--- config.mk ---
export PLATFORM = sky130hd
export DESIGN_NAME = prr_front
export DESIGN_NICKNAME = d
export VERILOG_FILES = /design/src/prr_pkg.sv /design/src/prr_front.sv
export SDC_FILE = /design/constraint.sdc
export NUM_CORES = 1
export LEC_CHECK = 0
export BUFFER_PORTS_ARGS = -buffer_cell sky130_fd_sc_hd__buf_2
export CORE_UTILIZATION = 45
export CTS_CLUSTER_SIZE = 25
export DETAILED_ROUTE_END_ITERATION = 7
export PLACE_DENSITY = 0.63
export RECOVER_POWER = 100
export SYNTH_ARGS = -nofsm -noshare
export SYNTH_HDL_FRONTEND = slang
export SYNTH_SLANG_ARGS = --single-unit
--- constraint.sdc ---
create_clock -name clock -period 5 [get_ports clock]
set_clock_uncertainty 0.1 [all_clocks]
set_input_delay 0.5 -clock clock [delete_from_list [all_inputs] [get_ports clock]]
set_output_delay 0.5 -clock clock [all_outputs]
set_load 0.02 [all_outputs]
--- src/prr_pkg.sv ---
// Shared types and constants for the polyphase rational resampler.
`timescale 1ns / 1ps
`default_nettype none

package prr_pkg;

   // Fixed field widths of the request and response items.
   localparam int SAMPLE_W = 16;
   localparam int COEF_W   = 18;
   localparam int PHASE_W  = 9;
   localparam int SHIFT_W  = 5;
   localparam int TAPS_W   = 8;

   // Depth of the request queue between the front and back ends.
   localparam int QUEUE_DEPTH = 4;

   // Request mode codes carried on tuser.
   localparam logic [1:0] MODE_SAMPLE = 2'd0;
   localparam logic [1:0] MODE_COEF   = 2'd1;
   localparam logic [1:0] MODE_CLEAR  = 2'd2;

   // Register indexes on the CSR port.
   localparam logic [1:0] REG_INTERP = 2'd0;
   localparam logic [1:0] REG_DECIM  = 2'd1;
   localparam logic [1:0] REG_TAPS   = 2'd2;
   localparam logic [1:0] REG_SHIFT  = 2'd3;

   // Saturation limits of the output sample.
   localparam logic signed [SAMPLE_W-1:0] OUT_MAX = 16'sh7FFF;
   localparam logic signed [SAMPLE_W-1:0] OUT_MIN = 16'sh8000;

   // Kind of a request after classification.
   typedef enum logic [1:0] {
      KIND_SAMPLE,
      KIND_COEF,
      KIND_CLEAR
   } kind_type;

   // One queued request.
   typedef struct packed {
      kind_type                   kind;
      logic signed [SAMPLE_W-1:0] sample;
      logic [7:0]                 coef_phase;
      logic [4:0]                 coef_index;
      logic signed [COEF_W-1:0]   coef_value;
   } entry_type;

   // Clamped configuration seen by the back end.
   typedef struct packed {
      logic [PHASE_W-1:0] interp;
      logic [PHASE_W-1:0] decim;
      logic [TAPS_W-1:0]  taps;
      logic [SHIFT_W-1:0] shift;
   } cfg_type;

   // Back-end sequencer states.
   typedef enum logic [3:0] {
      ST_IDLE,
      ST_NORM,
      ST_PREP,
      ST_MAC,
      ST_DRAIN,
      ST_ROUND,
      ST_EMIT,
      ST_SKIP,
      ST_WRAP
   } state_type;

endpackage

`default_nettype wire

--- src/prr_front.sv ---
// Front end: accepts requests, classifies them and queues the ones that matter.
`timescale 1ns / 1ps
`default_nettype none

module prr_front #(
   parameter int MAX_PHASES = 256,
   parameter int MAX_TAPS   = 32
) (
   input  logic               clock,
   input  logic               reset,
   input  logic               req_tvalid,
   output logic               req_tready,
   input  logic [47:0]        req_tdata,
   input  logic [1:0]         req_tuser,
   output logic               q_valid,
   output prr_pkg::entry_type q_entry,
   input  logic               q_pop
);
   import prr_pkg::*;

   localparam int PTR_W = $clog2(QUEUE_DEPTH);
   localparam int CNT_W = PTR_W + 1;
   localparam logic [CNT_W-1:0] FULL = CNT_W'(QUEUE_DEPTH);

   entry_type        q_mem_ff [QUEUE_DEPTH];
   entry_type        cls;
   logic             keep;
   logic             push;
   logic [PTR_W-1:0] wr_ptr_ff, wr_ptr_in;
   logic [PTR_W-1:0] rd_ptr_ff, rd_ptr_in;
   logic [CNT_W-1:0] count_ff, count_in;

   // Classification: unknown modes and out-of-range coefficient writes are dropped.
   always_comb begin
      cls.sample     = req_tdata[15:0];
      cls.coef_phase = req_tdata[23:16];
      cls.coef_index = req_tdata[28:24];
      cls.coef_value = req_tdata[46:29];
      unique case (req_tuser)
         MODE_SAMPLE: begin
            cls.kind = KIND_SAMPLE;
            keep     = 1'b1;
         end
         MODE_COEF: begin
            cls.kind = KIND_COEF;
            keep     = (32'(cls.coef_phase) < MAX_PHASES) && (32'(cls.coef_index) < MAX_TAPS);
         end
         MODE_CLEAR: begin
            cls.kind = KIND_CLEAR;
            keep     = 1'b1;
         end
         default: begin
            cls.kind = KIND_SAMPLE;
            keep     = 1'b0;
         end
      endcase
   end

   assign req_tready = (count_ff != FULL);
   assign push       = req_tvalid & req_tready & keep;
   assign q_valid    = (count_ff != '0);
   assign q_entry    = q_mem_ff[rd_ptr_ff];

   // Queue pointer and occupancy update.
   always_comb begin
      wr_ptr_in = push ? wr_ptr_ff + 1'b1 : wr_ptr_ff;
      rd_ptr_in = q_pop ? rd_ptr_ff + 1'b1 : rd_ptr_ff;
      count_in  = count_ff;
      if (push && !q_pop) begin
         count_in = count_ff + 1'b1;
      end else if (!push && q_pop) begin
         count_in = count_ff - 1'b1;
      end
   end

   always_ff @(posedge clock) begin
      if (reset) begin
         wr_ptr_ff <= '0;
         rd_ptr_ff <= '0;
         count_ff  <= '0;
      end else begin
         wr_ptr_ff <= wr_ptr_in;
         rd_ptr_ff <= rd_ptr_in;
         count_ff  <= count_in;
      end
   end

   // Queue storage.
   always_ff @(posedge clock) begin
      if (push) begin
         q_mem_ff[wr_ptr_ff] <= cls;
      end
   end

endmodule

`default_nettype wire

Word-level counts from Yosys, hierarchy flattened
Memories as Yosys holds them, arrays and structs flattened. A register that Yosys moved wholly into a read port is not among the register bits.
Cells that the tools add are included.

cells by class
  add/sub/neg operators = 4
  equality and inequality tests = 3
  muxes and demuxes = 8
  bitwise operators = 2
  reduce and logical (&&, ||, !) cells = 8

operator list
  kind                                                                 number
  3-bit 2-to-1 mux                                                     2
  2-bit by 1-bit adder with 2-bit output (second input constant)       2
  2-bit 2-to-1 mux                                                     2
  2-bit one-hot mux with 2 select lines                                1
  3-bit by 1-bit adder with 3-bit output (second input constant)       1
  1-bit 2-to-1 mux                                                     3
  3-bit != test (second input constant)                                1
  3-bit nonzero test                                                   1
  3-bit OR reduction                                                   1
  3-bit by 1-bit subtractor with 3-bit output (second input constant)  1
  1-bit AND                                                            2
  2-bit by 1-bit == test with 1-bit output (second input constant)     1
  2-bit == test (second input constant)                                1
  1-bit logical AND                                                    2
  1-bit logical NOT                                                    2
  2-bit logical NOT                                                    1
  2-bit nonzero test                                                   1

storage, ports and cells
  logic and storage cells = 29
  RAM bits = 196
  bits of input ports = 54
  memories = 1
  flip-flop bits (word level) = 7

memories
  memory    depth  bits a word  rd ports  clocked after Yosys merged registers in  wr ports  RTL line         RTL
  q_mem_ff  4      49           1         1                                        1         prr_front.sv:25  entry_type q_mem_ff [QUEUE_DEPTH];

Longest topological paths before layout
Gate-level depths: netlist (run 1).

  word-level depth = 8
  gate-level depth with buffers = 8
  mapped depth without buffers = 8

Worst setup path after synthesis (run 1)
No wires, ideal clock.

  kind = input -> register
  start point = input req_tuser[0]
  end point = memory q_mem_ff[0][0] (netlist name) (enable)
  setup slack = 2.394 ns
  arrival time = 2.095 ns
  required time = 4.488 ns
  stages = 2
  path through = a221oi_4 and2_1

on the way
  longest elaborated chain between the ends = 6
  elaborated cells between the ends (all ways) = 8

RTL lines
  element                                      RTL line         RTL
  start, declared                              prr_front.sv:14  input logic [1:0] req_tuser,
  2-bit == test, or another cell as far along  prr_front.sv:39  unique case (req_tuser)
  3-bit OR reduction (no line) (*)             --
  1-bit 2-to-1 mux (*)                         prr_front.sv:39
  1-bit AND (*)                                prr_front.sv:60  assign push = req_tvalid & req_tready & keep;
  1-bit 2-to-1 mux (*)                         prr_front.sv:90  if (push) begin
  1-bit 2-to-1 mux (not written as such) (*)   prr_front.sv:91  q_mem_ff[wr_ptr_ff] <= cls;
  end, declared                                prr_front.sv:25

Mark *: on every way between the ends. The rest lies on a longest branch, timed or not.

Worst setup path in the final report (run 1)
  start point = register count_ff[1]
  end point = memory q_mem_ff[2][8] (netlist name) (enable)

on the way
  longest elaborated chain between the ends = 5

RTL lines
  element                                 RTL line         RTL
  start, declared                         prr_front.sv:31  logic [CNT_W-1:0] count_ff, count_in;
  start signal, assigned                  prr_front.sv:84  count_ff <= count_in;
  3-bit != test                           prr_front.sv:59  assign req_tready = (count_ff != FULL);
  1-bit AND (2 in series)                 prr_front.sv:60
  net push                                prr_front.sv:28  logic push;
  1-bit 2-to-1 mux                        prr_front.sv:90
  1-bit 2-to-1 mux (not written as such)  prr_front.sv:91

The timed path passes the listed nets, and every way through them passes these cells.

==> run metrics, run 1 <==
nets 487; # Post-CTS Setup Buffers 0; worst setup margin ~1200 ps; Worst Setup Start Kind register; fraction of layout cells with a size suffix above 1 21.1%; CTS buffer count 22; main area contributors after synthesis edfxtp_1, mux4_2, dfxtp_1; area share of the largest cell type after synthesis 77.6%; TritonRoute pass-1 iters 4; RR Endpoint q_mem_ff[2][8]; gr ovfl total 0; Main synth FF type edfxtp_1; pwr/cell area about 460 nW/um2; first-pass GRT wire length between 20000 and 25000 um; WL final 13100 um; Leakage 2.78 nW; worst slack, placed 2210 ps; I/O pin cnt 105; outcome complete, but fails checks; area of the multi-input gates 1380 um2; Final Hold Viols 0; post-layout util 53.6%; Clock transition at path regs approximately 60 ps; Yosys cell types 26; Mapped Cells 307; largest area contributor in the netlist edfxtp_1; via count between 3000 and 4000; area of the die around 17000 um2; Slew Limit Headroom -21.6%; Synth Register Bits around 210; post-CTS resize count 0; Critical Path RT 4990 ps; ys async rst share 0%; WHS Endpoint q_mem_ff[0][7]; I/O Buffers 103; post-detail-place hpwl 7540 um; arrival time worst endpoint 3760 ps; Worst Setup End Kind register; # clock sinks between 200 and 250; worst hold path class input pin to register; DR vias/cell 5.25; MaxCap Viol Count 2; Sequential Area 6070 um2; post-route ant nets 0; mean area per synthesized cell 24.7 um2; Initial Util 45.9%; Residual DRC 0; failing checks max-capacitance violations, max-slew violations; # fillers 1325; Die W 132 um; CTS Hold Bufs 0; worst vdd ir 0.309 mV; RSZ-0062 raised after global routing false; syn_nets about 370; Longest Clk Path Bufs 3; register area share after synthesis 80.0%; actual slew at the worst max-slew pin approximately 1800 ps; FF-to-FF Start count_ff[1]; Root Buffer clkbuf_16; DRT iter0 DRCs about 160; hold path startpoint req_tdata[36]; ANT cells 0; largest net degree at the start of global routing 50; Avg WL per Cell roughly 20 um; post-synthesis cell area ~7600 um2; Peak Freq 0.265 GHz; crit path max fanout 26; Final TNS setup 0 ps; H-tree depth reported by CTS 1; core footprint 16500 um2; initial antenna violation count 0; most common cell in the netlist edfxtp_1; Worst-Skew Late Latency 490 ps; Post-synth EDFFs 196; Final Slew Violations 75; fin crit share 75.5%; CTS tree done; Syn. warnings 0; setup slack, reg-to-reg 1220 ps; top cells by count, synth edfxtp_1, mux4_2, dfxtp_1, nor2_1; minimum clock period 3780 ps; reg2reg path depth 4; die height 132 um; vias in the first global route roughly 3700; Total GRT Usage 15.5%; # rows 47; WS Path Type register to register; hold path cells 1; area grow syn2layout 16.9%; final setup fails 0; total power 4.05 mW; GP Congestion 0.635
-- critical path: stages, from the launching register on --
cell and delay [ps]:
dfxtp_1 410, nor2_1 90, a221oi_1 760, and2_2 780, clkbuf_1 1220
-- power by group --
part / switching, mW / total, mW / internal [mW]
Clock: 0.617 / 1.55 / 0.931
Combinational: 0.271 / 0.440 / 0.170
Sequential: 0.0602 / 2.06 / 2.00
-- per-stage QoR --
step	cell area (um2)	hold WS (ps)	cells
3_5_place_dp	8320	422	623
2_1_floorplan	7580	382	307
6_report	8860	163	661
5_1_grt	8860	149	661
3_3_place_gp	8320	390	623
4_1_cts	9010	102	661
-- worst max-delay path by stage --
| stage | start | slack (ps) | cells after the start | end |
|---|---|---|---|---|
| 2_1_floorplan | req_tuser[0] | 2390 | 2 | q_mem_ff[0][0] |
| 3_3_place_gp | req_tuser[0] | 2220 | 4 | q_mem_ff[3][32] |
| 3_5_place_dp | req_tuser[0] | 2210 | 4 | q_mem_ff[3][32] |
| 4_1_cts | register | 1900 | 2 | q_entry[0] |
| 5_1_grt | count_ff[0] | 960 | 4 | q_mem_ff[2][41] |
| 6_report | count_ff[1] | 1220 | 4 | q_mem_ff[2][8] |
-- area by class of cell --
class	count	share of cell area (%)
clock inverter	14	1.30
sequential	205	68.5
multi-input combinational	85	15.6
timing repair buffer	108	4.77
tap	220	3.11
inverter	5	0.212
clock buffer	24	6.54
-- cells by family after synthesis --
| kind of cell | share of synthesized area [%] |
|---|---|
| buffers and inverters | 1.55 |
| and+or+nand+nor | 1.32 |
| adders and majority gates | 1.09 |
| muxes | 15.1 |
| DFF | 80.0 |
| AOI/OAI and AO/OA | 0.479 |
| xor gates and xnor gates | 0.462 |
-- metal layers --
metal	vias up	global-route usage [%]	wire (um)	share of wire, %
li1	1535	-	-	-
met1	1819	18.8	5370	41
met2	95	27.5	6740	51
met3	23	3.84	700	5.3
met4	0	4.91	315	2.4
met5	-	0	0	0
-- registers in the layout (all words and copies together) (netlist names), named ones only --
register	flops
q_mem_ff	196
count_ff	3
rd_ptr_ff	2
wr_ptr_ff	2
-- cells in the final DEF, fill, tap and decap left out --
cell / instances
inv_1: 5
clkinv_1: 6
nor2b_1: 2
mux4_2: 47
dfxtp_1: 7
mux4_1: 2
buf_4: 3
bufinv_16: 2
ha_1: 5
xor2_1: 3
clkinvlp_4: 1
clkinv_2: 5
dfxtp_2: 2
xnor2_1: 1
nor2_1: 8
mux2i_1: 2
or3_1: 2
clkbuf_16: 23
a221oi_1: 1
fa_1: 1
edfxtp_1: 196
mux2_2: 1
clkbuf_1: 101
nand2_1: 2
and2_2: 4
buf_2: 5
nand2b_1: 2
o21ai_0: 1
a21oi_1: 1
No activity file was read; power rests on OpenSTA's default activity.
==> inputs of run 2 (changes only) <==
--- a/config.mk
+++ b/config.mk
@@ -9,7 +9,7 @@
 export CORE_UTILIZATION = 45
 export CTS_CLUSTER_SIZE = 25
 export DETAILED_ROUTE_END_ITERATION = 7
-export PLACE_DENSITY = 0.63
+export PLACE_DENSITY = 0.65
 export RECOVER_POWER = 100
 export SYNTH_ARGS = -nofsm -noshare
 export SYNTH_HDL_FRONTEND = slang
==> constraint.sdc (replaced) <==
create_clock -name clock -period 3.2 [get_ports clock]
set_clock_uncertainty 0.1 [all_clocks]
set_input_delay 0.32 -clock clock [delete_from_list [all_inputs] [get_ports clock]]
set_output_delay 0.32 -clock clock [all_outputs]
set_load 0.02 [all_outputs]
==> run metrics, run 2 (same netlist as run 1, synthesis figures left out) <==
die height 132 um (unchanged); H-tree depth reported by CTS 1 (unchanged); Root Buffer clkbuf_16; top flop regs q_mem_ff (196), count_ff (3); MaxCap Viol Count 0 (-2); I/O Buffers 103 (unchanged); actual slew at the worst max-slew pin 1270 ps (-552 ps); CTS buffer count 21 (-4.5%); DR vias/cell 5.08 (-3.3%); post-CTS resize count 0 (unchanged); met2 wire length 6790 um (+0.73%); outcome finished, final reports clean; gr ovfl total 0 (unchanged); largest net degree at the start of global routing 41 (-18%); core footprint 16500 um2 (unchanged); final setup fails 0 (unchanged); RSZ-0062 raised after global routing false; # fillers 1282 (-3.2%); initial antenna violation count 0 (unchanged); Initial Util 45.9% (unchanged); first-pass GRT wire length 20900 um (+2.4%); via count 3602 (+3.7%); fin crit share 86.6% (+11 points); Worst-Skew Late Latency 470 ps (-20 ps); most common cell after layout, fill and taps aside edfxtp_1; I/O pin cnt 105 (unchanged); post-detail-place hpwl 7660 um (+1.5%); Die W 132 um (unchanged); non-filler instance count after layout 709 (+7.3%); Worst Setup Start Kind register; # rows 47 (unchanged); Final Hold Viols 0 (unchanged); worst vdd ir 0.518 mV (+67%); routed length on met3 616 um (-12%); # clock sinks 205 (unchanged); CTS Hold Bufs 47 (+47); minimum clock period 2770 ps (-1010 ps); worst hold path class input pin to register; WS Path Type register to register; fraction of layout cells with a size suffix above 1 18.8% (-2.3 points); # Post-CTS Setup Buffers 0 (unchanged); Final TNS setup 0 ps (unchanged); area grow syn2layout 24.6%; total power 6.43 mW (+59%); post-route ant nets 0 (unchanged); post-layout util 57.1% (+3.5 points); Leakage 3.01 nW (+8.2%); DP Area 8410 um2 (+1.1%); Placed Instances 625 (+0.32%); Avg WL per Cell 18.5 um (-6.8%); Slew Limit Headroom 15.2% (+37 points); Largest register FFs 196 (unchanged); Fin Hold WS 20.6 ps (-142 ps); arrival time worst endpoint 2780 ps (-980 ps); worst slack, placed 739 ps (-1470 ps); area of the die 17400 um2 (unchanged); final instance area 9440 um2 (+6.5%); WL final 13100 um (about the same); Clock transition at path regs 60 ps (about the same); Critical Path RT 3210 ps (-1780 ps); Peak Freq 0.361 GHz (+36%); ANT cells 0 (unchanged); worst setup margin 430 ps (-794 ps); TritonRoute pass-1 iters 4 (unchanged); most frequent cells in the layout edfxtp_1, clkbuf_1, mux4_2, dlygate4sd3_1, clkbuf_16; nets 535 (+9.9%); pwr/cell area 681 nW/um2 (+49%); Residual DRC 0 (unchanged); DRT iter0 DRCs 158 (-0.63%); top routing layer used met4; Longest Clk Path Bufs 3 (unchanged); CTS tree done; GP Congestion 0.659 (+3.8%); Final Slew Violations 0 (-100%); vias in the first global route 3851 (+4.7%); met1 wire length 5470 um (+1.8%); Worst Setup End Kind register; crit path max fanout 40 (+54%); Total GRT Usage 15.7% (+0.13 points); register with the most flip-flops q_mem_ff
## run 2: cell count changes in the layout (fill, tap and decap cells not counted), moves of 3 or more
cell,before,now
dlygate4sd3_1,0,47
buf_12,0,5
and2_2,4,0
and2_0,0,3
clkinv_1,6,3
clkinv_2,5,2
## run 2: layout make-up
cell class                 instances  area [um2]  share of cell area [%]
timing repair buffer             157         978                    10.4
tap                              220         275                    2.92
clock inverter                    11         159                    1.68
clock buffer                      26         544                    5.76
multi-input combinational         85        1400                    14.8
sequential                       205        6070                    64.3
inverter                           5        18.8                   0.199
## run 2: per-layer routing
layer  up-vias  GRT usage (%)
met2       101           27.1
met5         -              0
met3        19           3.19
li1       1623              -
met1      1859           20.5
met4         0           3.68
## run 2: critical path, cell delays in order, from the launching register on
cell	delay, ps
dfxtp_1	420
nor2_1	110
a221oi_4	380
and2_0	650
clkbuf_4	720
## run 2: final timing paths
path         slack, ps               to         start  cells past startpoint
max reg2reg        430  q_mem_ff[0][31]   count_ff[0]                      4
min reg2reg        440     wr_ptr_ff[1]  wr_ptr_ff[1]                      2
max                430  q_mem_ff[0][31]   count_ff[0]                      4
min                 20         register         reset                      2
## run 2: power breakdown
part           switching (mW)  total [mW]  internal [mW]
clock network           0.929        2.46           1.53
logic                   0.454       0.770          0.315
registers              0.0754        3.20           3.13
==> inputs of run 3 (changes only) <==
--- a/config.mk
+++ b/config.mk
@@ -6,6 +6,7 @@
 export NUM_CORES = 1
 export LEC_CHECK = 0
 export BUFFER_PORTS_ARGS = -buffer_cell sky130_fd_sc_hd__buf_2
+export CORE_ASPECT_RATIO = 1.4
 export CORE_UTILIZATION = 45
 export CTS_CLUSTER_SIZE = 25
 export DETAILED_ROUTE_END_ITERATION = 7
==> run metrics, run 3 (same netlist as run 1, synthesis figures left out) <==
Final Slew Violations 0 (unchanged); Leakage 3.01 nW (+0.13%); post-route ant nets 0 (unchanged); fin crit share 87.1% (+0.52 points); actual slew at the worst max-slew pin 1220 ps (-55.9 ps); Worst path slowest cell clkbuf_1; WS Path Type register to register; most common cell after layout, fill and taps aside edfxtp_1; sw frac 22.3% (-0.36 points); Slew Limit Headroom 18.9% (+3.7 points); DR vias/cell 5.21 (+2.5%); Worst Setup Start Kind register; RR Endpoint q_mem_ff[1][7]; I/O pin cnt 105 (unchanged); # clock sinks 205 (unchanged); CP Buf/Inv Count 1 (unchanged); Clock transition at path regs 60 ps (about the same); FF-to-FF Start count_ff[0]; Worst Setup End Kind register; outcome complete, but fails checks; ANT cells 0 (unchanged); CP delay by family, top buffers and inverters; Root Buffer clkbuf_16; DRT iter0 DRCs 171 (+8.2%); register with the most flip-flops q_mem_ff; MaxCap Viol Count 0 (unchanged); Fin Hold WS 42.7 ps (+22.2 ps); Initial Util 46.5% (+0.61 points); Avg WL per Cell 19.2 um (+3.5%); H-tree depth reported by CTS 1 (unchanged); Longest Clk Path Bufs 3 (unchanged); via count 3571 (-0.86%); pwr/cell area 677 nW/um2 (-0.62%); Largest register FFs 196 (unchanged); arrival time worst endpoint 2780 ps (about the same); final setup fails 0 (unchanged); reg2reg path depth 4 (unchanged); worst setup margin 413 ps (-16.7 ps); Die W 112 um (-15%); gr ovfl total 0 (unchanged); Peak Freq 0.359 GHz (-0.60%); Clock power frac 37.2% (-1.1 points); Residual DRC 5 (+5); WL final 13100 um (+0.14%); I/O Buffers 103 (unchanged); initial antenna violation count 0 (unchanged); first-pass GRT wire length 19900 um (-4.5%); nets 537 (+0.37%); RSZ-0062 raised after global routing false; # rows 55 (+17%); # Post-CTS Setup Buffers 0 (unchanged); CTS buffer count 19 (-9.5%); Total GRT Usage 15.3% (-0.37 points); post-detail-place hpwl 8170 um (+6.7%); worst hold path class input pin to register; failing checks design-rule violations; TritonRoute pass-1 iters 6 (+2); area grow syn2layout 23.8%; largest net degree at the start of global routing 34 (-17%); CP cell instances nor2_1 > a221oi_4 > and2_2 > clkbuf_1; fraction of layout cells with a size suffix above 1 19.1% (+0.28 points); worst vdd ir 0.365 mV (-30%); Worst setup endpoint q_mem_ff[1][7]; Final Hold Viols 0 (unchanged); Net Switching 1.42 mW (-2.8%); setup slack, reg-to-reg 410 ps (-20 ps); post-CTS resize count 0 (unchanged); Critical Path RT 3190 ps (-20 ps); worst slack, placed 703 ps (-35.7 ps); top flop regs q_mem_ff (196), count_ff (3); area of the die 17400 um2 (about the same); Final TNS setup 0 ps (unchanged); die height 156 um (+18%); Critical Path Max Stage Delay 830 ps (+110 ps); Flop pwr share 50.4% (+0.6 points); cell internal pwr 4.94 mW (-0.78%); Comb power frac 12.4% (+0.4 points); crit path max fanout 18 (-55%); CTS tree done; most frequent cells in the layout edfxtp_1, clkbuf_1, mux4_2, dlygate4sd3_1, clkbuf_16; minimum clock period 2790 ps (+16.7 ps); GP Congestion 0.693 (+5.1%); Worst-Skew Late Latency 470 ps (about the same); vias in the first global route 3744 (-2.8%); Worst Setup SP count_ff[0]; CP Depth 4 (unchanged); hold path cells 2 (unchanged); core footprint 16300 um2 (-1.3%)
[run 3: layout make-up]
| class | instances | area, um2 |
|---|---|---|
| flip-flops and latches | 205 | 6070 |
| well taps | 199 | 249 |
| fillers | 1258 | 6930 |
| clock buffers | 21 | 483 |
| repair buffers | 161 | 990 |
| multi-input cells | 85 | 1400 |
| clock inverters | 10 | 173 |
| inverters | 5 | 18.8 |
[run 3: metrics by stage]
stage                     cells  instance area (um2)  utilization, %  total power, mW
after floorplan             307                 7580               -             3.77
after global placement      608                 8410            51.6             4.03
after detailed placement    608                 8410            51.6             4.06
after CTS                   686                 9540            58.5             6.46
after global routing        686                 9380            57.5             6.56
final                       686                 9380            57.5             6.35
[run 3: power groups by stage]
stage	registers, mW	logic [mW]	clock network (mW)
after floorplan	3.22	0.542	0
final	3.20	0.789	2.36
after global placement	3.25	0.779	0
after CTS	3.21	0.848	2.41
after global routing	3.22	0.844	2.50
after detailed placement	3.26	0.799	0
[run 3: how the worst min path moves through the flow]
| stage | end | slack (ps) | start |
|---|---|---|---|
| floorplan | q_mem_ff[0][0] | 320 | req_tdata[29] |
| global placement | wr_ptr_ff[1] | 390 | wr_ptr_ff[1] |
| detailed placement | register | 420 | rd_ptr_ff[0] |
| CTS | register | 4 | reset |
| global route | rd_ptr_ff[0] | 40 | reset |
| finish | rd_ptr_ff[0] | 40 | reset |
[run 3: what timing repair did]
item                                    in CTS  in global routing
endpoints found under the setup margin       0                  0
hold buffers                                47                  0
endpoints found under the hold margin      188                  0
[run 3: routing by layer]
| layer | GRT usage, % | part of all wire, % | vias up |
|---|---|---|---|
| li1 | - | - | 1622 |
| met1 | 17.8 | 39 | 1850 |
| met2 | 28.4 | 55 | 76 |
| met3 | 2.49 | 3.7 | 23 |
| met4 | 5.73 | 2.4 | 0 |
| met5 | 0 | 0 | - |
