$ cat config.mk
export PLATFORM = sky130hd
export DESIGN_NAME = prr_csr
export DESIGN_NICKNAME = d
export VERILOG_FILES = /design/src/prr_pkg.sv /design/src/prr_csr.sv
export SDC_FILE = /design/constraint.sdc
export NUM_CORES = 1
export LEC_CHECK = 0
export BUFFER_PORTS_ARGS = -buffer_cell sky130_fd_sc_hd__buf_2
export CAP_MARGIN = 25
export CORE_ASPECT_RATIO = 1.25
export CORE_UTILIZATION = 40
export DETAILED_ROUTE_END_ITERATION = 6
export GPL_TIMING_DRIVEN = 0
export PLACE_DENSITY = 0.77
export SLEW_MARGIN = 0
export SYNTH_ARGS = -nofsm -noshare
export SYNTH_HDL_FRONTEND = slang
export SYNTH_SLANG_ARGS = --single-unit
$ cat constraint.sdc
create_clock -name clock -period 0.9 [get_ports clock]
set_input_delay 0.135 -clock clock [delete_from_list [all_inputs] [get_ports clock]]
set_output_delay 0.135 -clock clock [all_outputs]
set_load 0.02 [all_outputs]
$ cat src/prr_pkg.sv
// Shared types and constants for the polyphase rational resampler.
`timescale 1ns / 1ps
`default_nettype none

package prr_pkg;

   // Fixed field widths of the request and response items.
   localparam int SAMPLE_W = 16;
   localparam int COEF_W   = 18;
   localparam int PHASE_W  = 9;
   localparam int SHIFT_W  = 5;
   localparam int TAPS_W   = 8;

   // Depth of the request queue between the front and back ends.
   localparam int QUEUE_DEPTH = 4;

   // Request mode codes carried on tuser.
   localparam logic [1:0] MODE_SAMPLE = 2'd0;
   localparam logic [1:0] MODE_COEF   = 2'd1;
   localparam logic [1:0] MODE_CLEAR  = 2'd2;

   // Register indexes on the CSR port.
   localparam logic [1:0] REG_INTERP = 2'd0;
   localparam logic [1:0] REG_DECIM  = 2'd1;
   localparam logic [1:0] REG_TAPS   = 2'd2;
   localparam logic [1:0] REG_SHIFT  = 2'd3;

   // Saturation limits of the output sample.
   localparam logic signed [SAMPLE_W-1:0] OUT_MAX = 16'sh7FFF;
   localparam logic signed [SAMPLE_W-1:0] OUT_MIN = 16'sh8000;

   // Kind of a request after classification.
   typedef enum logic [1:0] {
      KIND_SAMPLE,
      KIND_COEF,
      KIND_CLEAR
   } kind_type;

   // One queued request.
   typedef struct packed {
      kind_type                   kind;
      logic signed [SAMPLE_W-1:0] sample;
      logic [7:0]                 coef_phase;
      logic [4:0]                 coef_index;
      logic signed [COEF_W-1:0]   coef_value;
   } entry_type;

   // Clamped configuration seen by the back end.
   typedef struct packed {
      logic [PHASE_W-1:0] interp;
      logic [PHASE_W-1:0] decim;
      logic [TAPS_W-1:0]  taps;
      logic [SHIFT_W-1:0] shift;
   } cfg_type;

   // Back-end sequencer states.
   typedef enum logic [3:0] {
      ST_IDLE,
      ST_NORM,
      ST_PREP,
      ST_MAC,
      ST_DRAIN,
      ST_ROUND,
      ST_EMIT,
      ST_SKIP,
      ST_WRAP
   } state_type;

endpackage

`default_nettype wire

$ cat src/prr_csr.sv
// Configuration registers with APB-style access and range clamping.
`timescale 1ns / 1ps
`default_nettype none

module prr_csr #(
   parameter int MAX_TAPS = 32
) (
   input  logic             clock,
   input  logic             reset,
   input  logic             csr_psel,
   input  logic             csr_penable,
   input  logic             csr_pwrite,
   input  logic [3:0]       csr_paddr,
   input  logic [31:0]      csr_pwdata,
   output logic [31:0]      csr_prdata,
   output logic             csr_pready,
   output prr_pkg::cfg_type cfg
);
   import prr_pkg::*;

   localparam logic [TAPS_W-1:0] TAPS_HI = TAPS_W'(MAX_TAPS);

   logic [PHASE_W-1:0] interp_ff, interp_in;
   logic [PHASE_W-1:0] decim_ff, decim_in;
   logic [5:0]         taps_ff, taps_in;
   logic [SHIFT_W-1:0] shift_ff, shift_in;
   logic               wr_en;
   logic [1:0]         reg_idx;
   logic [TAPS_W-1:0]  taps_wide;

   assign csr_pready = 1'b1;
   assign reg_idx    = csr_paddr[3:2];
   assign wr_en      = csr_psel & csr_penable & csr_pwrite & csr_pready;

   // Register write decode.
   always_comb begin
      interp_in = interp_ff;
      decim_in  = decim_ff;
      taps_in   = taps_ff;
      shift_in  = shift_ff;
      if (wr_en) begin
         unique case (reg_idx)
            REG_INTERP: interp_in = csr_pwdata[PHASE_W-1:0];
            REG_DECIM:  decim_in  = csr_pwdata[PHASE_W-1:0];
            REG_TAPS:   taps_in   = csr_pwdata[5:0];
            REG_SHIFT:  shift_in  = csr_pwdata[SHIFT_W-1:0];
         endcase
      end
   end

   always_ff @(posedge clock) begin
      if (reset) begin
         interp_ff <= 9'd160;
         decim_ff  <= 9'd147;
         taps_ff   <= 6'd32;
         shift_ff  <= 5'd14;
      end else begin
         interp_ff <= interp_in;
         decim_ff  <= decim_in;
         taps_ff   <= taps_in;
         shift_ff  <= shift_in;
      end
   end

   // Register read mux.
   always_comb begin
      unique case (reg_idx)
         REG_INTERP: csr_prdata = {23'd0, interp_ff};
         REG_DECIM:  csr_prdata = {23'd0, decim_ff};
         REG_TAPS:   csr_prdata = {26'd0, taps_ff};
         REG_SHIFT:  csr_prdata = {27'd0, shift_ff};
      endcase
   end

   // Factors act within 1..256 and the tap count within 4..MAX_TAPS.
   assign taps_wide = {2'd0, taps_ff};

   always_comb begin
      cfg.interp = (interp_ff == 9'd0) ? 9'd1 : (interp_ff > 9'd256) ? 9'd256 : interp_ff;
      cfg.decim  = (decim_ff == 9'd0) ? 9'd1 : (decim_ff > 9'd256) ? 9'd256 : decim_ff;
      cfg.taps   = (taps_wide < 8'd4) ? 8'd4 : (taps_wide > TAPS_HI) ? TAPS_HI : taps_wide;
      cfg.shift  = shift_ff;
   end

endmodule

`default_nettype wire

After elaboration in Yosys (flattened, before gate mapping)
Cells that the tools add are included.
{"block": "totals", "register_bits": 29, "latchBits": 0, "mem_bits_rw": 0, "rom_bits": 0, "input_bits": 41, "out_inout_bits": 64, "wordCells": 27, "memories": 0}
{"block": "classes", "add_sub_neg": 0, "n_mul": 0, "n_div": 0, "magnitude_cmp": 4, "n_eq_ne": 3, "n_shift": 0, "mux": 7, "bitwise": 2, "n_reduce_logical": 7}
{"cell": "32-bit one-hot mux with 4 select lines", "count": 1}
{"cell": "9-bit 2-to-1 mux", "count": 4}
{"cell": "9-bit greater-than comparator, second input constant", "count": 2}
{"cell": "9-bit zero test", "count": 2}
{"cell": "6-bit 2-to-1 mux", "count": 2}
{"cell": "2-bit AND reduction", "count": 4}
{"cell": "6-bit greater-than comparator, second input constant", "count": 1}
{"cell": "6-bit by 3-bit < comparator with 1-bit output, second input constant", "count": 1}
{"cell": "2-bit equality test, second input constant", "count": 2}
{"cell": "1-bit AND", "count": 2}
{"cell": "2-bit by 1-bit equality test with 1-bit output, second input constant", "count": 1}
{"cell": "2-bit zero test", "count": 1}

Longest topological paths before layout
Gate-level depths: netlist of the first run.
{"block": "logic_depth", "depth_word": 3, "depth_mapped": 5, "depth_no_buf": 3}

Least setup slack after synthesis of the first run
Ideal clock, no wire load.
{"block": "synth_timing", "kind": "register -> output", "from": "register decim_ff[8]", "to": "output port csr_prdata[8]", "arrival_ps": 973, "required_time_ps": 765, "path_slack_ps": -208, "path_stages_with_launch": 4, "path_buffers": 1, "path_cell_list": "dfxtp_1 clkbuf_1 mux2i_1 nor2_1"}
{"block": "synth_via", "elab_chain_len": 1}
{"element": "start: declaration", "line_no": "prr_csr.sv:24", "source": "logic [PHASE_W-1:0] decim_ff, decim_in;"}
{"element": "start signal: assignment", "line_no": "prr_csr.sv:59", "source": "decim_ff <= decim_in;"}
{"element": "32-bit one-hot mux with 4 select lines", "line_no": "prr_csr.sv:67", "source": "unique case (reg_idx)"}
{"element": "end: declaration", "line_no": "prr_csr.sv:15", "source": "output logic [31:0] csr_prdata,"}
No other way between the ends. The select of a mux whose other input is x is not followed.

==> results of run 1 <==
-- power by group through the flow --
stage / clock network [mW] / logic, mW / registers (mW)
6_report: 1.09 / 0.640 / 1.30
5_1_grt: 1.16 / 0.678 / 1.30
4_1_cts: 1.09 / 0.614 / 1.32
3_5_place_dp: 0 / 0.545 / 1.35
3_3_place_gp: 0 / 0.542 / 1.35
2_1_floorplan: 0 / 0.421 / 1.34
-- synth_stat cells --
cell	n	area [µm²]
sky130_fd_sc_hd__buf_4	28	210
sky130_fd_sc_hd__nor3_1	4	20.0
sky130_fd_sc_hd__nand2b_1	27	169
sky130_fd_sc_hd__mux2i_1	33	330
sky130_fd_sc_hd__a21oi_1	2	10.0
sky130_fd_sc_hd__clkbuf_1	8	30.0
sky130_fd_sc_hd__buf_6	3	33.8
sky130_fd_sc_hd__o21ai_0	1	5.00
sky130_fd_sc_hd__and2_1	2	12.5
sky130_fd_sc_hd__nand3b_4	1	20.0
sky130_fd_sc_hd__nor2_1	26	97.6
sky130_fd_sc_hd__nand2_1	1	3.75
sky130_fd_sc_hd__conb_1	2	7.51
sky130_fd_sc_hd__nand2_2	1	6.26
sky130_fd_sc_hd__nor2b_1	17	106
sky130_fd_sc_hd__and3_4	2	22.5
sky130_fd_sc_hd__mux4_2	5	113
sky130_fd_sc_hd__buf_2	2	10.0
sky130_fd_sc_hd__nand3_1	2	10.0
sky130_fd_sc_hd__nor4_1	2	12.5
sky130_fd_sc_hd__nor3b_4	1	18.8
sky130_fd_sc_hd__dfxtp_1	29	581
-- timing repair --
action,4_1_cts,5_1_grt
gates cloned,2,0
pin swaps,6,10
setup endpoints to repair,38,45
hold buffers,0,0
buffers inserted,7,4
gates resized for setup,104,46
-- final cells by class --
cell class	count	area share, %
sequential	29	21.5
multi-input combinational	153	42.3
buffer	41	10.7
timing repair buffer	64	20.2
tap	58	2.46
clock buffer	7	2.92
-- state kept, by name, summed over array words and instances, names as in the netlist --
name / count
interp_ff: 9
decim_ff: 9
shift_ff: 5
taps_ff: 6
-- worst min-delay path by stage --
stage | start | endpoint | depth (start not counted)
finish | csr_pwdata[5] | decim_ff[5] | 3
global route | csr_pwdata[5] | decim_ff[5] | 3
CTS | csr_pwdata[7] | decim_ff[7] | 3
detailed placement | csr_pwdata[7] | decim_ff[7] | 3
global placement | csr_pwdata[2] | shift_ff[2] | 3
floorplan | csr_pwdata[5] | decim_ff[5] | 2
-- logic make-up (layout without fill, tap and decap cells) --
| family | count (synthesis) | after routing | share of synthesized area (%) |
|---|---|---|---|
| simple gates | 86 | 86 | 27.3 |
| mux | 38 | 38 | 24.2 |
| other cells | 2 | 26 | 0.411 |
| buf+inv | 41 | 112 | 15.5 |
| flops | 29 | 29 | 31.7 |
| compound gates | 3 | 3 | 0.821 |
-- layer usage --
layer  vias to the layer above  track usage [%]
met5                         -                0
met1                       790             23.3
li1                        792                -
met4                         0             8.14
met3                         6             4.41
met2                        57             37.6
-- placed cells by master, fill, tap and decap left out --
cell,count
sky130_fd_sc_hd__nor2_4,1
sky130_fd_sc_hd__conb_1,26
sky130_fd_sc_hd__nor3_1,2
sky130_fd_sc_hd__and3_4,2
sky130_fd_sc_hd__clkbuf_1,5
sky130_fd_sc_hd__nor4_4,1
sky130_fd_sc_hd__and2_4,2
sky130_fd_sc_hd__buf_4,40
sky130_fd_sc_hd__dfxtp_2,16
sky130_fd_sc_hd__nor4_2,1
sky130_fd_sc_hd__mux2i_2,2
sky130_fd_sc_hd__clkbuf_2,1
sky130_fd_sc_hd__dfxtp_1,4
sky130_fd_sc_hd__nor2b_1,1
sky130_fd_sc_hd__nand2b_1,26
sky130_fd_sc_hd__o21ai_1,1
sky130_fd_sc_hd__nand3_1,2
sky130_fd_sc_hd__buf_8,4
sky130_fd_sc_hd__buf_6,40
sky130_fd_sc_hd__mux4_2,5
sky130_fd_sc_hd__clkbuf_8,6
sky130_fd_sc_hd__nand3b_4,1
sky130_fd_sc_hd__nor3b_4,1
sky130_fd_sc_hd__nor2_2,5
sky130_fd_sc_hd__nand2b_4,1
sky130_fd_sc_hd__nand2_1,1
sky130_fd_sc_hd__mux2i_1,31
sky130_fd_sc_hd__nor2_1,20
sky130_fd_sc_hd__nand2_2,1
sky130_fd_sc_hd__nor2b_4,16
sky130_fd_sc_hd__a21oi_2,1
sky130_fd_sc_hd__nor3_2,2
sky130_fd_sc_hd__a21oi_1,1
sky130_fd_sc_hd__buf_2,16
sky130_fd_sc_hd__dfxtp_4,9
-- worst reg2reg max path, cell delays in order (launching register included) --
cell and delay (ps):
sky130_fd_sc_hd__dfxtp_2 370, sky130_fd_sc_hd__buf_6 130, sky130_fd_sc_hd__buf_6 100, sky130_fd_sc_hd__nand2b_4 40, sky130_fd_sc_hd__mux2i_1 150
-- stage by stage --
stage               setup TNS [ps]  std cells
floorplan                     -883        223
global placement             -7730        333
detailed placement           -8490        333
CTS                          -9990        349
global route                -11220        352
finish                      -10280        352
==> results.txt, run 1 <==
----------------------------------------------------
[STA]
  Final hold vios ... 0
  Final critical-path setup slack ... -514 ps
  Setup repair after global routing missed its margin ... yes
  Number of slew-limit violations in the final report ... 0
  Post-route minimum period ... roughly 1400 ps
  Tcrit/Tclk final ... 157%
  Max frequency ... around 0.71 GHz
  Final setup vio count ... 35
  Largest clock skew in the final design ... 0 ps
  Final hold slack ... roughly 130 ps

[Yosys]
  Count of distinct cell types in the synthesized netlist ... 22
  Share of the yosys chip area belonging to registers ... a little under a third
  Synth Register Bits ... 29
  Average size of a mapped cell ... 9.19 µm²
  Synthesized cell area ... ~0.0018 mm²
  Number of warnings reported in the yosys synthesis log ... 0
  Mapped Cells ... just under 200

[Setup path]
  Reg-to-reg startpoint ... taps_ff[4]
  Kind of start point of the critical path ... register
  Setup CP Type ... register to output pin
  Top cell family by delay on the critical path ... simple AND/OR/NAND/NOR gates
  Worst endpoint data arrival time ... around 1300 ps
  Critical Path Slowest Stage Cell ... sky130_fd_sc_hd__dfxtp_2
  Critical-path cell list ... nor4_2, a21oi_1, nor2_2, buf_6
  Slowest cell delay on critical path ... between 300 and 400 ps
  Largest fanout on the critical path ... 4
  Buf+Inv Stages, Crit Path ... 1
  Logic depth of the worst setup path including buffers ... 4
  Number of cell instances on the worst register-to-register path ... 4
  Endpoint type of the worst setup path ... output pin
  Worst setup path start ... decim_ff[4]
  Crit path required time ... between 700 and 800 ps
  End of the worst register-to-register path ... taps_ff[4]
  Flop-to-flop setup slack ... about 30 ps
  Capturing instance or port of the critical path ... cfg[13]

[Clocking]
  CTS tree ... built
  Max H-tree Level ... 2
  Root Buffer ... sky130_fd_sc_hd__clkbuf_8
  Clock-pin slew of the registers on the worst-case setup and hold paths ... ~60 ps
  Number of buffers added by the clock tree synthesis step ... 5
  Insertion delay to the later sink of the worst-skew pair ... between 200 and 300 ps
  Maximum buffer depth of the clock tree ... 2
  Clock net sink count ... 29

[Place]
  Worst setup slack before clock tree synthesis ... -435 ps
  Placed cell areas ... between 0.002 and 0.0025 mm²
  Estimated wirelength of the detail-placed design ... approximately 3300 µm
  Routability-driven placement congestion ratio ... slightly above 0.8
  Count of port buffers added during placement ... 52

[Worst hold path]
  Worst hold path type ... input pin to register

[Route]
  Average wire per standard cell ... 14.5 µm
  Number of vias in the routed layout ... 1645
  WL met3 ... around 270 µm
  M1 wire length ... 2000 µm
  Via count normalized by instance count ... between 4 and 5
  Iteration-0 DRC count of the detailed router ... 44
  Wire length on met2 ... about 2800 µm
  Top routing layer in use ... met4
  Routed wire length ... approximately 5100 µm
  ANT nets after route ... 0
  Initial DRT Pass Iterations ... 4
  Remaining design rule violation count ... 0

[Floorplan]
  Height of the chip ... 77.6 µm
  Cell Rows ... 27
  Area enclosed by the die boundary ... between 0.004 and 0.005 mm²
  Core Box Area ... roughly 0.0044 mm²
  Die X ... 62.5 µm
  Starting density of the core ... between 40% and 50%
  Ports ... 105

[Power and ir drop]
  Pwr/cell area ... 1030 mW/mm²
  Clock network power share ... approximately 36%
  Sw Pwr ... 0.845 mW
  Switching Fraction ... about 28%
  Portion of total power attributed to sequential cells ... 42.9%
  Leakage power of the design ... about 1.4 nW
  Overall power after layout ... 3.03 mW
  Internal power consumption ... 2.19 mW
  Worst IR Drop VDD ... approximately 0.88 mV
  Share of total power in combinational logic ... 21.1%

[Global route]
  Final global-route overflow total ... 0
  Antenna violations before repair ... 0
  Wire length of the first global-routing pass ... just under 8000 µm
  Overall Global Routing Usage ... 20.7%
  Via count of the first global-routing pass ... roughly 1600
  Pin count of the biggest net entering global routing ... 11

[Flow run]
  Number of violations of the max-capacitance limit ... 0

[Final layout]
  Util after Layout ... 67.3%
  Finished Cell Area ... 0.00295 mm²
  Number of nets in the layout ... approximately 340
  Number of inserted diodes ... 0
  Footprint of the multi-input gates ... 0.00125 mm²
  Area delta synth->final ... 61.5%
  Area used by sequential logic in the layout ... 634 µm²
  Layout cells sized above 1 ... 59.2%
  Final-layout fill cell count ... roughly 330

[Status]
  Violated checks ... negative setup slack
  Outcome ... complete, but fails checks

----------------------------------------------------
(Power assumes the default switching activity.)
==> run 2: changes to the inputs <==
Settings changed: SKIP_LAST_GASP from default to 1.
==> run 2 against run 1 <==
Via count shrank 0.30%. Clock power is essentially flat. Register-to-register slack is essentially flat. Non-clock buffer count is the same. Clock skew is the same. Critical endpoint unchanged. The flow still finishes with violations (negative setup slack). Worst hold slack gained 0.60 ps.
==> results.txt, run 2 (synthesis gave the netlist of run 1 again) <==
----------------------------------------------------
[Power and ir drop]
  Sw Pwr ... roughly 0.84 mW
  Internal power consumption ... 2.19 mW
  Pwr/cell area ... 1030 mW/mm²
  Worst IR Drop VDD ... about 0.88 mV
  Portion of total power attributed to sequential cells ... between 40% and 50%
  Leakage power of the design ... 1.40 nW
  Share of total power in combinational logic ... between 20% and 30%
  Clock network power share ... 35.9%
  Switching Fraction ... about 28%

[Route]
  Iteration-0 DRC count of the detailed router ... 44
  Via count normalized by instance count ... roughly 4.7
  Average wire per standard cell ... approximately 14 µm
  Remaining design rule violation count ... 0
  Initial DRT Pass Iterations ... 4
  Number of vias in the routed layout ... 1640
  ANT nets after route ... 0
  Routed wire length ... about 5100 µm

[STA]
  Setup TNS ... -10260 ps
  Final hold vios ... 0
  Number of slew-limit violations in the final report ... 0
  Max frequency ... just over 0.7 GHz
  Setup repair after global routing missed its margin ... yes
  Post-route minimum period ... roughly 1400 ps
  Final setup vio count ... 35
  Tcrit/Tclk final ... 157%
  Largest clock skew in the final design ... 0 ps
  Final critical-path setup slack ... -516 ps

[Place]
  Count of port buffers added during placement ... 52
  Routability-driven placement congestion ratio ... around 0.8
  Number of cells in the design after placement ... 333
  Placed cell areas ... between 0.002 and 0.0025 mm²
  Estimated wirelength of the detail-placed design ... between 3000 and 4000 µm

[Global route]
  Overall Global Routing Usage ... about a fifth
  Final global-route overflow total ... 0
  Most used routing layer ... met2
  Antenna violations before repair ... 0
  Global routing usage on met1 ... a little under a quarter
  Via count of the first global-routing pass ... approximately 1600
  GR Util met3 ... 4.41%
  Wire length of the first global-routing pass ... approximately 7800 µm
  M2 GR Usage ... between 30% and 40%
  Pin count of the biggest net entering global routing ... 11

[Setup path]
  Logic depth of the worst setup path including buffers ... 4
  Worst endpoint data arrival time ... around 1300 ps
  Slowest cell delay on critical path ... 350 ps
  Number of cell instances on the worst register-to-register path ... 4
  Kind of start point of the critical path ... register
  Buf+Inv Stages, Crit Path ... 1
  Critical-path cell list ... nor4_2, a21oi_1, nor2_2, buf_6
  Top cell family by delay on the critical path ... simple AND/OR/NAND/NOR gates
  Endpoint type of the worst setup path ... output pin
  Setup CP Type ... register to output pin
  Crit path required time ... 760 ps
  Critical Path Slowest Stage Cell ... sky130_fd_sc_hd__dfxtp_2
  Largest fanout on the critical path ... 4

[Clocking]
  Number of buffers added by the clock tree synthesis step ... 5
  Insertion delay to the later sink of the worst-skew pair ... approximately 280 ps
  Maximum buffer depth of the clock tree ... 2
  Clock net sink count ... 29
  Hold buffers post-CTS ... 0
  Clock-pin slew of the registers on the worst-case setup and hold paths ... 60 ps
  Max H-tree Level ... 2
  Root Buffer ... sky130_fd_sc_hd__clkbuf_8
  CTS tree ... built

[Floorplan]
  Ports ... 105
  Core Box Area ... approximately 0.0044 mm²
  Height of the chip ... approximately 78 µm
  Area enclosed by the die boundary ... between 0.004 and 0.005 mm²
  Die X ... roughly 62 µm
  Cell Rows ... 27
  Starting density of the core ... a little over two fifths

[Flow run]
  Number of violations of the max-capacitance limit ... 0

[Final layout]
  Most common cell after layout, fill and taps aside ... sky130_fd_sc_hd__buf_4
  Number of inserted diodes ... 0
  Leading registers by flop count ... decim_ff: 9 flops, interp_ff: 9 flops, taps_ff: 6 flops
  Final-layout fill cell count ... 330
  Finished Cell Area ... a little under 0.003 mm²
  Most frequent cells in the layout ... sky130_fd_sc_hd__buf_4 (41), sky130_fd_sc_hd__buf_6 (39), sky130_fd_sc_hd__mux2i_1 (31)
  Layout cells sized above 1 ... between 50 and 60%
  Util after Layout ... approximately 67%
  Area delta synth->final ... 61.3%
  Final cell count without fillers ... 352
  Number of nets in the layout ... between 300 and 400

[Status]
  Outcome ... complete, but fails checks
  Violated checks ... negative setup slack

[Worst hold path]
  Hold Crit Depth ... 3
  Worst hold path type ... input pin to register

----------------------------------------------------
## run 2: cell counts in the layout (fill, tap and decap cells not counted)
No cell type changed its count.
## run 2: stage by stage
stage | hold WS, ps | total power, mW | setup WS (ps)
2_1_floorplan | 290 | 1.77 | -118
3_3_place_gp | 404 | 1.89 | -432
3_5_place_dp | 422 | 1.89 | -435
4_1_cts | 132 | 3.03 | -486
5_1_grt | 124 | 3.14 | -548
6_report | 126 | 3.03 | -516
## run 2: per-layer routing
| metal | vias to the layer above | routed length (µm) | share of wire (%) |
|---|---|---|---|
| li1 | 789 | - | - |
| met1 | 782 | 1950 | 38 |
| met2 | 62 | 2790 | 55 |
| met3 | 7 | 298 | 5.8 |
| met4 | 0 | 58 | 1.1 |
| met5 | - | 0 | 0 |
## run 2: power by group through the flow
stage	combinational (mW)	sequential [mW]	clock, mW
floorplan	0.421	1.34	0
global placement	0.542	1.35	0
detailed placement	0.545	1.35	0
CTS	0.614	1.32	1.09
global route	0.677	1.30	1.16
finish	0.639	1.30	1.09
## run 2: final timing paths
path                            slack [ps]     startpoint            to
worst max-delay path                  -520    decim_ff[4]       cfg[13]
worst max register to register          20     taps_ff[4]    taps_ff[4]
worst min-delay path                   130  csr_pwdata[5]   decim_ff[5]
worst min register to register         500   interp_ff[3]  interp_ff[3]
## run 2: cell type report
cell class / count / area [µm²] / area share, %
repair buffers: 64 / 592 / 20.1
clock buffers: 7 / 86.3 / 2.93
multi-input cells: 153 / 1250 / 42.4
flip-flops and latches: 29 / 634 / 21.5
well taps: 58 / 72.6 / 2.46
plain buffers: 41 / 315 / 10.7
## run 2: worst register-to-register path: stages, from the launching register on
cell                       delay (ps)
sky130_fd_sc_hd__dfxtp_2          370
sky130_fd_sc_hd__buf_6            130
sky130_fd_sc_hd__buf_6            100
sky130_fd_sc_hd__nand2b_4          40
sky130_fd_sc_hd__mux2i_1          150
## run 2: timing repair
item / in CTS / in global routing
hold endpoints to repair: 0 / 0
endpoints found under the setup margin: 38 / 45
setup buffers: 7 / 4
pin swaps: 6 / 10
resized for setup: 103 / 46
cloned: 2 / 0
==> run 3: changes to the inputs <==
Settings changed: CAP_MARGIN 25 to 15, PLACE_DENSITY 0.77 to 0.74, RECOVER_POWER from default to 100.
==> run 3 against run 2 <==
Final area is 2.1% lower. Routed wire length up 3.0%. Clock skew unchanged. Via count shrank 1.1%. Core utilization shrank 1.4 points. The flow finishes with violations (design-rule violations, negative setup slack). Clock-buffer cell count stayed put. Power decreased by 0.52%. First-iteration DRC count is 9.1% higher. Flip-flop and latch count unchanged. Worst hold slack improved by 7.3 ps. Register-to-register slack hardly changed. Sequential power about the same.
==> results.txt, run 3 (synthesis gave the netlist of run 1 again) <==
----------------------------------------------------
[Final layout]
  Layout cells sized above 1 ... a little under three fifths
  Most frequent cells in the layout ... sky130_fd_sc_hd__buf_4 (43), sky130_fd_sc_hd__mux2i_1 (33), sky130_fd_sc_hd__buf_6 (31)
  Leading registers by flop count ... decim_ff: 9 flops, interp_ff: 9 flops, taps_ff: 6 flops
  Number of inserted diodes ... 0
  Most common cell after layout, fill and taps aside ... sky130_fd_sc_hd__buf_4
  Util after Layout ... roughly two thirds
  Number of nets in the layout ... between 300 and 400
  Final cell count without fillers ... 353
  Finished Cell Area ... 0.00289 mm²
  Area delta synth->final ... 57.9%

[Place]
  Placed cell areas ... 0.00230 mm²
  Worst setup slack before clock tree synthesis ... -439 ps
  Number of cells in the design after placement ... approximately 330
  Count of port buffers added during placement ... 52
  Estimated wirelength of the detail-placed design ... 3290 µm
  Routability-driven placement congestion ratio ... just over 0.8

[STA]
  Tcrit/Tclk final ... 158%
  Max frequency ... between 0.7 and 0.8 GHz
  Number of slew-limit violations in the final report ... 0
  Final hold vios ... 0
  Post-route minimum period ... around 1400 ps
  Final critical-path setup slack ... -521 ps
  Final hold slack ... 133 ps
  Final setup vio count ... 35
  Setup TNS ... -10430 ps
  Setup repair after global routing missed its margin ... yes
  Largest clock skew in the final design ... 0 ps

[Floorplan]
  Core Box Area ... ~0.0044 mm²
  Ports ... around 110
  Die X ... 62.5 µm
  Area enclosed by the die boundary ... between 0.004 and 0.005 mm²
  Cell Rows ... 27
  Starting density of the core ... approximately two fifths
  Height of the chip ... about 78 µm

[Setup path]
  Reg-to-reg startpoint ... decim_ff[7]
  Setup CP Type ... register to output pin
  Worst endpoint data arrival time ... around 1300 ps
  Kind of start point of the critical path ... register
  Endpoint type of the worst setup path ... output pin
  Crit path required time ... around 760 ps
  Flop-to-flop setup slack ... 20 ps
  Number of cell instances on the worst register-to-register path ... 4
  End of the worst register-to-register path ... decim_ff[7]
  Largest fanout on the critical path ... 4

[Flow run]
  Number of violations of the max-capacitance limit ... 0

[Status]
  Violated checks ... design-rule violations, negative setup slack
  Outcome ... complete, but fails checks

[Global route]
  Wire length of the first global-routing pass ... around 8000 µm
  Global routing usage on met1 ... approximately a quarter
  Overall Global Routing Usage ... ~22%
  Antenna violations before repair ... 0
  Via count of the first global-routing pass ... approximately 1600
  Final global-route overflow total ... 0
  GR Util met3 ... 4.71%
  M2 GR Usage ... ~40%
  Most used routing layer ... met2
  Pin count of the biggest net entering global routing ... 11

[Route]
  Average wire per standard cell ... between 10 and 15 µm
  Initial DRT Pass Iterations ... 6
  Remaining design rule violation count ... 2
  Via count normalized by instance count ... roughly 4.6
  ANT nets after route ... 0
  Number of vias in the routed layout ... about 1600
  Routed wire length ... roughly 5300 µm
  Iteration-0 DRC count of the detailed router ... between 40 and 50

[Clocking]
  Hold buffers post-CTS ... 0
  Max H-tree Level ... 2
  Clock net sink count ... 29
  Number of buffers added by the clock tree synthesis step ... 5
  Clock-pin slew of the registers on the worst-case setup and hold paths ... around 60 ps
  CTS tree ... built
  Root Buffer ... sky130_fd_sc_hd__clkbuf_8
  Insertion delay to the later sink of the worst-skew pair ... roughly 280 ps
  Maximum buffer depth of the clock tree ... 2

[Power and ir drop]
  Overall power after layout ... 3.01 mW
  Pwr/cell area ... 1040 mW/mm²
  Leakage power of the design ... between 1 and 1.5 nW
  Worst IR Drop VDD ... 0.528 mV

[Worst hold path]
  Endpoint of the worst hold-timing path ... interp_ff[7]
  Hold Crit Depth ... 3
  Launch instance of the worst min-delay path ... csr_pwdata[7]
  Worst hold path type ... input pin to register

----------------------------------------------------
run 3: report_power, final:
part	leakage, nW	total (mW)	switching, mW	internal [mW]
clock network	0.0443	1.08	0.478	0.605
logic	1.09	0.629	0.333	0.295
registers	0.241	1.30	0.0220	1.28
run 3: metal layers:
layer / share of wire, % / routed length [µm]
met2: 55 / 2910
met3: 4.6 / 244
met5: 0 / 0
met1: 38 / 1990
met4: 2.1 / 109
run 3: area by class of cell:
| cell class | instances | area, µm² |
|---|---|---|
| multi-input cells | 153 | 1220 |
| repair buffers | 65 | 577 |
| fillers | 342 | 1500 |
| well taps | 58 | 72.6 |
| plain buffers | 41 | 298 |
| flip-flops and latches | 29 | 637 |
| clock buffers | 7 | 86.3 |
run 3: worst max-delay path, cell delays in order (launching register included):
cell and delay (ps):
sky130_fd_sc_hd__dfxtp_4 350, sky130_fd_sc_hd__mux4_2 490, sky130_fd_sc_hd__buf_6 150
run 3: worst max-delay path by stage:
stage,endpoint,startpoint
2_1_floorplan,csr_prdata[0],shift_ff[0]
6_report,csr_prdata[4],taps_ff[4]
3_5_place_dp,csr_prdata[4],csr_paddr[2]
3_3_place_gp,csr_prdata[4],csr_paddr[2]
4_1_cts,csr_prdata[1],decim_ff[1]
5_1_grt,csr_prdata[4],taps_ff[4]
run 3: repair_timing:
item / 4_1_cts / 5_1_grt
pin swaps: 4 / 6
resized for setup: 104 / 35
setup endpoints to repair: 39 / 45
buffers inserted: 7 / 4
cloned: 2 / 1
